[config.mk]
export PLATFORM = sky130hd
export DESIGN_NAME = level_anomaly_detector
export DESIGN_NICKNAME = d
export VERILOG_FILES = /design/src/hw/rtl/lad_pkg.sv /design/src/hw/rtl/lad_ram.sv /design/src/hw/rtl/level_anomaly_detector.sv
export SDC_FILE = /design/constraint.sdc
export NUM_CORES = 2
export LEC_CHECK = 0
export ABC_AREA = 1
export BUFFER_PORTS_ARGS = -buffer_cell sky130_fd_sc_hd__buf_2
export CAP_MARGIN = 20
export CORE_UTILIZATION = 30
export DETAILED_ROUTE_END_ITERATION = 10
export GPL_TIMING_DRIVEN = 0
export SLEW_MARGIN = 10
export SYNTH_ARGS = -nofsm -noshare
export SYNTH_HDL_FRONTEND = slang
export SYNTH_SLANG_ARGS = --single-unit
[constraint.sdc]
create_clock -name clk -period 19.4 [get_ports clk]
set_input_delay 0.97 -clock clk [delete_from_list [all_inputs] [get_ports clk]]
set_output_delay 0.97 -clock clk [all_outputs]
set_load 0.01 [all_outputs]
[src/hw/rtl/lad_pkg.sv]
// ----------------------------------------------------------------------------
// lad_pkg
// Shared types and constants for the level anomaly detector.
// ----------------------------------------------------------------------------
package lad_pkg;

  // Number of sensor channels with stored state
  localparam int CHANNELS = 2;
  localparam int CHAN_W   = 1;
  localparam int LEVEL_W  = 10;
  localparam int SEQ_W    = 32;
  localparam int RAPID_W  = 10;
  localparam int BAND_W   = 8;
  localparam int STUCK_W  = 16;
  localparam int IVL_W    = 16;
  localparam int KIND_W   = 2;

  localparam int CFG_IDX_W  = 2;
  localparam int CFG_DATA_W = 16;

  // Minute threshold scaled to seconds: stuck_minutes * 60
  localparam int SECONDS_PER_MINUTE = 60;
  localparam int STUCK_SEC_W        = STUCK_W + 6;
  localparam int PROD_W             = SEQ_W + IVL_W;

  // Baseline entry held in the state memory
  localparam int BASE_W = LEVEL_W + SEQ_W;

  // Configuration register indexes
  localparam logic [CFG_IDX_W-1:0] REG_RAPID    = 2'd0;
  localparam logic [CFG_IDX_W-1:0] REG_BAND     = 2'd1;
  localparam logic [CFG_IDX_W-1:0] REG_STUCK    = 2'd2;
  localparam logic [CFG_IDX_W-1:0] REG_INTERVAL = 2'd3;

  localparam logic [RAPID_W-1:0] RAPID_RESET    = 10'd50;
  localparam logic [BAND_W-1:0]  BAND_RESET     = 8'd2;
  localparam logic [STUCK_W-1:0] STUCK_RESET    = 16'd120;
  localparam logic [IVL_W-1:0]   INTERVAL_RESET = 16'd30;

  // Alert codes
  localparam logic [KIND_W-1:0] KIND_NONE  = 2'd0;
  localparam logic [KIND_W-1:0] KIND_DROP  = 2'd1;
  localparam logic [KIND_W-1:0] KIND_RISE  = 2'd2;
  localparam logic [KIND_W-1:0] KIND_STUCK = 2'd3;

  typedef struct packed {
    logic [CHAN_W-1:0]  channel;
    logic [LEVEL_W-1:0] tank_level;
    logic [SEQ_W-1:0]   reading_seq;
    logic               sensor_ok;
  } lad_in_t;

  typedef struct packed {
    logic              is_alert;
    logic [KIND_W-1:0] alert_kind;
  } lad_out_t;

  typedef struct packed {
    logic [LEVEL_W-1:0] level;
    logic [SEQ_W-1:0]   seq;
  } lad_base_t;

endpackage

[src/hw/rtl/lad_ram.sv]
// ----------------------------------------------------------------------------
// lad_ram
// Generic single-write, single-read RAM with registered read data.
// ----------------------------------------------------------------------------
module lad_ram #(
  parameter int WIDTH = 8,
  parameter int DEPTH = 2,
  localparam int ADDR_W = (DEPTH > 1) ? $clog2(DEPTH) : 1
) (
  input  logic                 clk,
  input  logic                 we,
  input  logic [ADDR_W-1:0]    waddr,
  input  logic [WIDTH-1:0]     wdata,
  input  logic                 re,
  input  logic [ADDR_W-1:0]    raddr,
  output logic [WIDTH-1:0]     rdata
);

  logic [WIDTH-1:0] mem [DEPTH];
  logic [WIDTH-1:0] rdata_r;

  always_ff @(posedge clk) begin
    if (we) begin
      mem[waddr] <= wdata;
    end
    // read-first: a same-address write shows up on the next read
    if (re) begin
      rdata_r <= mem[raddr];
    end
  end

  assign rdata = rdata_r;

endmodule

[src/hw/rtl/level_anomaly_detector.sv]
// ----------------------------------------------------------------------------
// level_anomaly_detector
// Per-channel tank level anomaly checker with a memory-held baseline.
// ----------------------------------------------------------------------------
// One reading per cycle is accepted while in_stall is low; each produces
// exactly one result, which passes stage 1, stage 2, stage 3 and the output
// register before out_valid rises. The per-channel baseline (level and
// sequence number) lives in a small RAM read at acceptance and written back
// from stage 1 as the reading moves on; a one-entry forwarding register
// covers a reading on the same channel that follows directly. Baseline-valid
// flags sit in flip-flops cleared by reset, so no clearing pass is needed.
// The stuck check compares (seq delta * sample interval) against
// stuck_minutes * 60, which gives the same answer as the truncated minute
// count; the 32x16 multiply has a stage of its own. Each stage stalls only
// when the one after it is full and stalled, so the block keeps taking
// transactions while a finished result waits. Configuration writes are
// expected only while the block is idle.
// ----------------------------------------------------------------------------
module level_anomaly_detector
  import lad_pkg::*;
(
  input  logic                  clk,
  input  logic                  rst_n,
  // input channel
  input  logic                  in_valid,
  output logic                  in_stall,
  input  lad_in_t               in_data,
  // result channel
  output logic                  out_valid,
  input  logic                  out_stall,
  output lad_out_t              out_data,
  // configuration
  input  logic                  cfg_wr_en,
  input  logic [CFG_IDX_W-1:0]  cfg_index,
  input  logic [CFG_DATA_W-1:0] cfg_wdata
);

  // --------------------------------------------------------------------------
  // Configuration registers
  // --------------------------------------------------------------------------
  logic [RAPID_W-1:0] rapid_r;
  logic [BAND_W-1:0]  band_r;
  logic [STUCK_W-1:0] stuck_r;
  logic [IVL_W-1:0]   ivl_r;

  always_ff @(posedge clk) begin
    if (!rst_n) begin
      rapid_r <= RAPID_RESET;
      band_r  <= BAND_RESET;
      stuck_r <= STUCK_RESET;
      ivl_r   <= INTERVAL_RESET;
    end else if (cfg_wr_en) begin
      unique case (cfg_index)
        REG_RAPID:    rapid_r <= cfg_wdata[RAPID_W-1:0];
        REG_BAND:     band_r  <= cfg_wdata[BAND_W-1:0];
        REG_STUCK:    stuck_r <= cfg_wdata[STUCK_W-1:0];
        REG_INTERVAL: ivl_r   <= cfg_wdata[IVL_W-1:0];
        default: ;
      endcase
    end
  end

  // --------------------------------------------------------------------------
  // Pipeline flow control: a stage moves when the next one is empty or moving
  // --------------------------------------------------------------------------
  logic s1_v_r, s2_v_r, s3_v_r, out_valid_r;
  logic out_adv, s3_adv, s2_adv, s1_adv, in_acc;

  assign out_adv  = !out_valid_r || !out_stall;
  assign s3_adv   = !s3_v_r || out_adv;
  assign s2_adv   = !s2_v_r || s3_adv;
  assign s1_adv   = !s1_v_r || s2_adv;
  assign in_stall = !s1_adv;
  assign in_acc   = in_valid && s1_adv;

  // --------------------------------------------------------------------------
  // Baseline memory, valid flags and forwarding
  // --------------------------------------------------------------------------
  lad_in_t            s1_item_r;
  lad_base_t          ram_rd;
  lad_base_t          base;
  logic [CHANNELS-1:0] has_base_r;
  logic               wr_en;
  lad_base_t          wr_data;

  logic               fwd_v_r;
  logic [CHAN_W-1:0]  fwd_ch_r;
  lad_base_t          fwd_data_r;

  lad_ram #(
    .WIDTH (BASE_W),
    .DEPTH (CHANNELS)
  ) u_base_ram (
    .clk   (clk),
    .we    (wr_en),
    .waddr (s1_item_r.channel),
    .wdata (wr_data),
    .re    (in_acc),
    .raddr (in_data.channel),
    .rdata (ram_rd)
  );

  // A write made at the same edge as this transaction's read is not in ram_rd
  assign base = (fwd_v_r && fwd_ch_r == s1_item_r.channel) ? fwd_data_r : ram_rd;

  // --------------------------------------------------------------------------
  // Stage 1: level compare and baseline update
  // --------------------------------------------------------------------------
  logic                  ch_in_range;
  logic                  has_base;
  logic signed [LEVEL_W+1:0] delta;
  logic signed [LEVEL_W+1:0] drop_sum;
  logic signed [LEVEL_W+1:0] rise_dif;
  logic [LEVEL_W-1:0]    mag;
  logic                  moved;
  logic [KIND_W-1:0]     s1_kind;
  logic                  s1_cand;
  logic [SEQ_W-1:0]      readings;

  assign ch_in_range = (32'(s1_item_r.channel) < CHANNELS);
  assign has_base    = has_base_r[s1_item_r.channel];

  assign delta    = $signed({2'b00, s1_item_r.tank_level}) - $signed({2'b00, base.level});
  assign drop_sum = delta + $signed({2'b00, rapid_r});
  assign rise_dif = delta - $signed({2'b00, rapid_r});
  assign mag      = delta[LEVEL_W+1] ? LEVEL_W'(-delta) : delta[LEVEL_W-1:0];
  assign moved    = (mag > LEVEL_W'(band_r));
  assign readings = s1_item_r.reading_seq - base.seq;
  assign wr_data  = '{level: s1_item_r.tank_level, seq: s1_item_r.reading_seq};

  always_comb begin
    s1_kind = KIND_NONE;
    s1_cand = 1'b0;
    wr_en   = 1'b0;
    if (s1_v_r && s2_adv) begin
      if (!s1_item_r.sensor_ok) begin
        s1_kind = KIND_STUCK;
      end else if (!ch_in_range) begin
        s1_kind = KIND_NONE;
      end else if (!has_base) begin
        wr_en = 1'b1;
      end else begin
        if (drop_sum <= 0) begin
          s1_kind = KIND_DROP;
        end else if (rise_dif >= 0) begin
          s1_kind = KIND_RISE;
        end else begin
          // stuck only if the elapsed time also reaches the limit (stage 3)
          s1_cand = !moved;
        end
        wr_en = moved;
      end
    end
  end

  // --------------------------------------------------------------------------
  // Stage 2: elapsed time product; stage 3: compare against the limit
  // --------------------------------------------------------------------------
  logic [KIND_W-1:0]      s2_kind_r, s3_kind_r;
  logic                   s2_cand_r, s3_cand_r;
  logic [SEQ_W-1:0]       s2_readings_r;
  logic [PROD_W-1:0]      s3_prod_r;
  logic [STUCK_SEC_W-1:0] stuck_sec;
  logic                   stuck_hit;
  logic [KIND_W-1:0]      s3_kind;
  lad_out_t               out_data_r;

  // stuck_minutes * 60 = (x << 6) - (x << 2)
  assign stuck_sec = ({stuck_r, 6'd0}) - STUCK_SEC_W'({stuck_r, 2'd0});
  assign stuck_hit = (s3_prod_r >= PROD_W'(stuck_sec));
  assign s3_kind   = (s3_cand_r && stuck_hit) ? KIND_STUCK : s3_kind_r;

  // Control state
  always_ff @(posedge clk) begin
    if (!rst_n) begin
      s1_v_r      <= 1'b0;
      s2_v_r      <= 1'b0;
      s3_v_r      <= 1'b0;
      out_valid_r <= 1'b0;
      has_base_r  <= '0;
      fwd_v_r     <= 1'b0;
    end else begin
      if (s1_adv) begin
        s1_v_r  <= in_acc;
        fwd_v_r <= wr_en;
      end
      if (s2_adv) begin
        s2_v_r <= s1_v_r;
      end
      if (s3_adv) begin
        s3_v_r <= s2_v_r;
      end
      if (out_adv) begin
        out_valid_r <= s3_v_r;
      end
      if (wr_en) begin
        has_base_r[s1_item_r.channel] <= 1'b1;
      end
    end
  end

  // Payload
  always_ff @(posedge clk) begin
    if (in_acc) begin
      s1_item_r <= in_data;
    end
    if (s1_adv) begin
      fwd_ch_r   <= s1_item_r.channel;
      fwd_data_r <= wr_data;
    end
    if (s2_adv) begin
      s2_kind_r     <= s1_kind;
      s2_cand_r     <= s1_cand;
      s2_readings_r <= readings;
    end
    if (s3_adv) begin
      s3_kind_r <= s2_kind_r;
      s3_cand_r <= s2_cand_r;
      s3_prod_r <= PROD_W'(s2_readings_r) * PROD_W'(ivl_r);
    end
    if (out_adv) begin
      out_data_r.is_alert   <= (s3_kind != KIND_NONE);
      out_data_r.alert_kind <= s3_kind;
    end
  end

  assign out_valid = out_valid_r;
  assign out_data  = out_data_r;

endmodule

==> flow_metrics.env <==
export IMPL_synth_seq_cells=359
export IMPL_grt_pass1_vias=24800
export IMPL_synth_ff_type="edfxtp_1"
export IMPL_fp_dieH_um=336
export IMPL_synth_top_cell_by_area="edfxtp_1"
export IMPL_worst_pin_slew_ns=0.990
export IMPL_antenna_found_initial=0
export IMPL_clk_insertion_delay_late_ns=0.58
export IMPL_drt_first_pass_iters=6
export IMPL_tns_ns=0
export IMPL_die_area_mm2=0.113
export IMPL_grt_use_total_pct=16.0
export IMPL_yosysSeqAreaShare_pct=30.4
export IMPL_pin_count=72
export IMPL_cts_tree="yes"
export IMPL_synth_edff_count=302
export IMPL_yosys_top_cells_area="edfxtp_1, fa_1, inv_1, nand2_1, ha_1"
export IMPL_yosys_warnings=0
export IMPL_cp_data_arrival_time_ns=7.76
export IMPL_cp_required_ns=19.72
export IMPL_post_cts_repair_setup_buffers=0
export IMPL_syn2layout_area_growth_pct=11.1
export IMPL_ant_nets=0
export IMPL_port_buffer_count=71
export IMPL_setup_violations=0
export IMPL_post_cts_resized=0
export IMPL_multi_input_area_mm2=0.0197
export IMPL_crit_path_end_kind="flop"
export IMPL_finalNetCount=4488
export IMPL_drt_iter0_markers=1841
export IMPL_drc=0
export IMPL_cts_root_buffer="clkbuf_16"
export IMPL_place_congestion=0.939
export IMPL_final_seq_area_mm2=0.0102
export IMPL_fp_coreArea_mm2=0.111
export IMPL_synthTopCellsByCount="inv_1, nand2_1, fa_1"
export IMPL_period_share_pct=38.3
export IMPL_drv_cap=0
export IMPL_rsz0062_at_grt="false"
export IMPL_routed_wl_um=88200
export IMPL_avgSynthCellArea_um2=9.18
export IMPL_hpwlAfterDp_um=71500
export IMPL_grt_max_degree=37
export IMPL_drive_gt1_share_pct=6.72
export IMPL_syn_area_mm2=0.0335
export IMPL_status="finished clean"
export IMPL_fmax_mhz=134
export IMPL_fin_crit_ns=7.44
export IMPL_synthArstFlopShare_pct=0
export IMPL_syn_nets=4366
export IMPL_die_w_um=336
export IMPL_start_util_pct=30.3
export IMPL_clock_path_buffers=3
export IMPL_cp_max_fo=10
export IMPL_numCtsBuffers=41
export IMPL_grt_overflow_total=0
export IMPL_min_path_type="reg -> reg"
export IMPL_rr_worst_depth=24
export IMPL_slew_headroom_pct=34.0
export IMPL_worst_clock_skew_ns=0.0269
export IMPL_synth_distinct_cells=54
export IMPL_cp_start_kind="flop"
export IMPL_path_clk_slew_ns=0.07
export IMPL_htreeDepth=2
export IMPL_post_drt_via_cell_ratio=4.60
export IMPL_num_rows=122
export IMPL_yosysMostFrequentCell="inv_1"
export IMPL_clock_sinks=359
export IMPL_synth_top_cell_area_share_pct=27.0
export IMPL_grt_pass1_wl_um=140000
export IMPL_n_antenna_cell=0
export IMPL_final_hold_viol_count=0
export IMPL_via_count=24400
export IMPL_holdBufCountCts=0
export IMPL_critPathKind="reg -> reg"
export IMPL_drv_slew=0
export IMPL_avgRoutedWirePerCell_um=16.7
export IMPL_nFillCells=11500
export IMPL_synth_cells=3654
export IMPL_whs_path_depth=0
## critical path: stages, from the launching register on
cell      delay [ns]
dfxtp_1         0.30
clkbuf_1        0.57
clkbuf_1        0.73
nand2_1         0.18
fa_1            0.57
inv_1           0.05
fa_1            0.53
inv_1           0.07
fa_1            0.50
inv_1           0.05
fa_1            0.48
fa_1            0.54
inv_1           0.05
fa_1            0.60
inv_1           0.06
ha_1            0.41
nand2_1         0.12
nor2_1          0.15
inv_2           0.06
nor2_1          0.16
nor4b_2         0.28
nand3_1         0.11
nand3_1         0.27
a21oi_1         0.17
xor2_1          0.17
## routing by layer
layer / track usage (%) / part of all wire (%) / wire length, um
met5: 0 / 0 / 0
met4: 7.00 / 4.5 / 3990
met3: 2.24 / 6.3 / 5590
met2: 26.5 / 47 / 41600
met1: 20.7 / 42 / 37100
## path summary, 6_finish.rpt
check	startpoint	to	slack, ns
worst max-delay path	ivl_r[6]	s3_prod_r[44]	11.96
worst min-delay path	s2_kind_r[0]	s3_kind_r[0]	0.44
worst max register to register	ivl_r[6]	s3_prod_r[44]	11.96
worst min register to register	s2_kind_r[0]	s3_kind_r[0]	0.44
## cell usage in the layout (no fill, tap or decap), types with 39 or more instances in the layout
cell / count
a21oi_1: 147
buf_2: 76
clkbuf_1: 154
clkbuf_16: 42
dfxtp_1: 57
edfxtp_1: 302
fa_1: 421
ha_1: 224
inv_1: 815
mux2_2: 44
mux2i_1: 39
nand2_1: 818
nand3_1: 74
nor2_1: 155
o21ai_0: 96
xor2_1: 73
## cells by family (layout without fill, tap and decap cells)
kind of cell,count (synthesis),in the layout,synth area share [%]
adders and majority gates,645,645,33.5
muxes,83,83,2.64
buffers and inverters,976,1130,11.0
xor gates and xnor gates,104,104,2.72
DFF,359,359,30.4
and+or+nand+nor,1145,1145,13.9
AOI/OAI and AO/OA,342,342,5.88
## stage by stage
step | worst slack (ns) | instance area (um2) | cells | utilization (%) | hold WS, ns
2_1_floorplan | 11.88 | 33500 | 3654 | - | 0.400
3_3_place_gp | 8.71 | 35800 | 5213 | 32.3 | 0.411
3_5_place_dp | 12.05 | 35900 | 5221 | 32.4 | 0.425
4_1_cts | 12.07 | 37300 | 5296 | 33.6 | 0.440
5_1_grt | 11.63 | 37300 | 5296 | 33.6 | 0.459
6_report | 11.96 | 37300 | 5296 | 33.6 | 0.435
## layout make-up
type | instances | share of cell area (%)
clock inverters | 21 | 0.634
repair buffers | 79 | 1.40
inverters | 825 | 8.31
clock buffers | 54 | 2.98
well taps | 1488 | 4.99
flip-flops and latches | 359 | 27.4
plain buffers | 151 | 1.56
multi-input cells | 2319 | 52.7
## state kept, by name, summed over array words and instances (netlist names), 2 cells and up
name / count
u_base_ram.mem: 84
band_r: 8
s2_kind_r: 2
s3_kind_r: 2
out_data: 3
s2_readings_r: 32
ivl_r: 16
s1_item_r: 44
stuck_r: 16
u_base_ram.rdata: 42
fwd_data_r: 42
rapid_r: 10
s3_prod_r: 48
has_base_r: 2
Power is left out: the tool's default activity adds up to more than one toggle a clock period on the data nets, which glitch-free logic cannot reach.
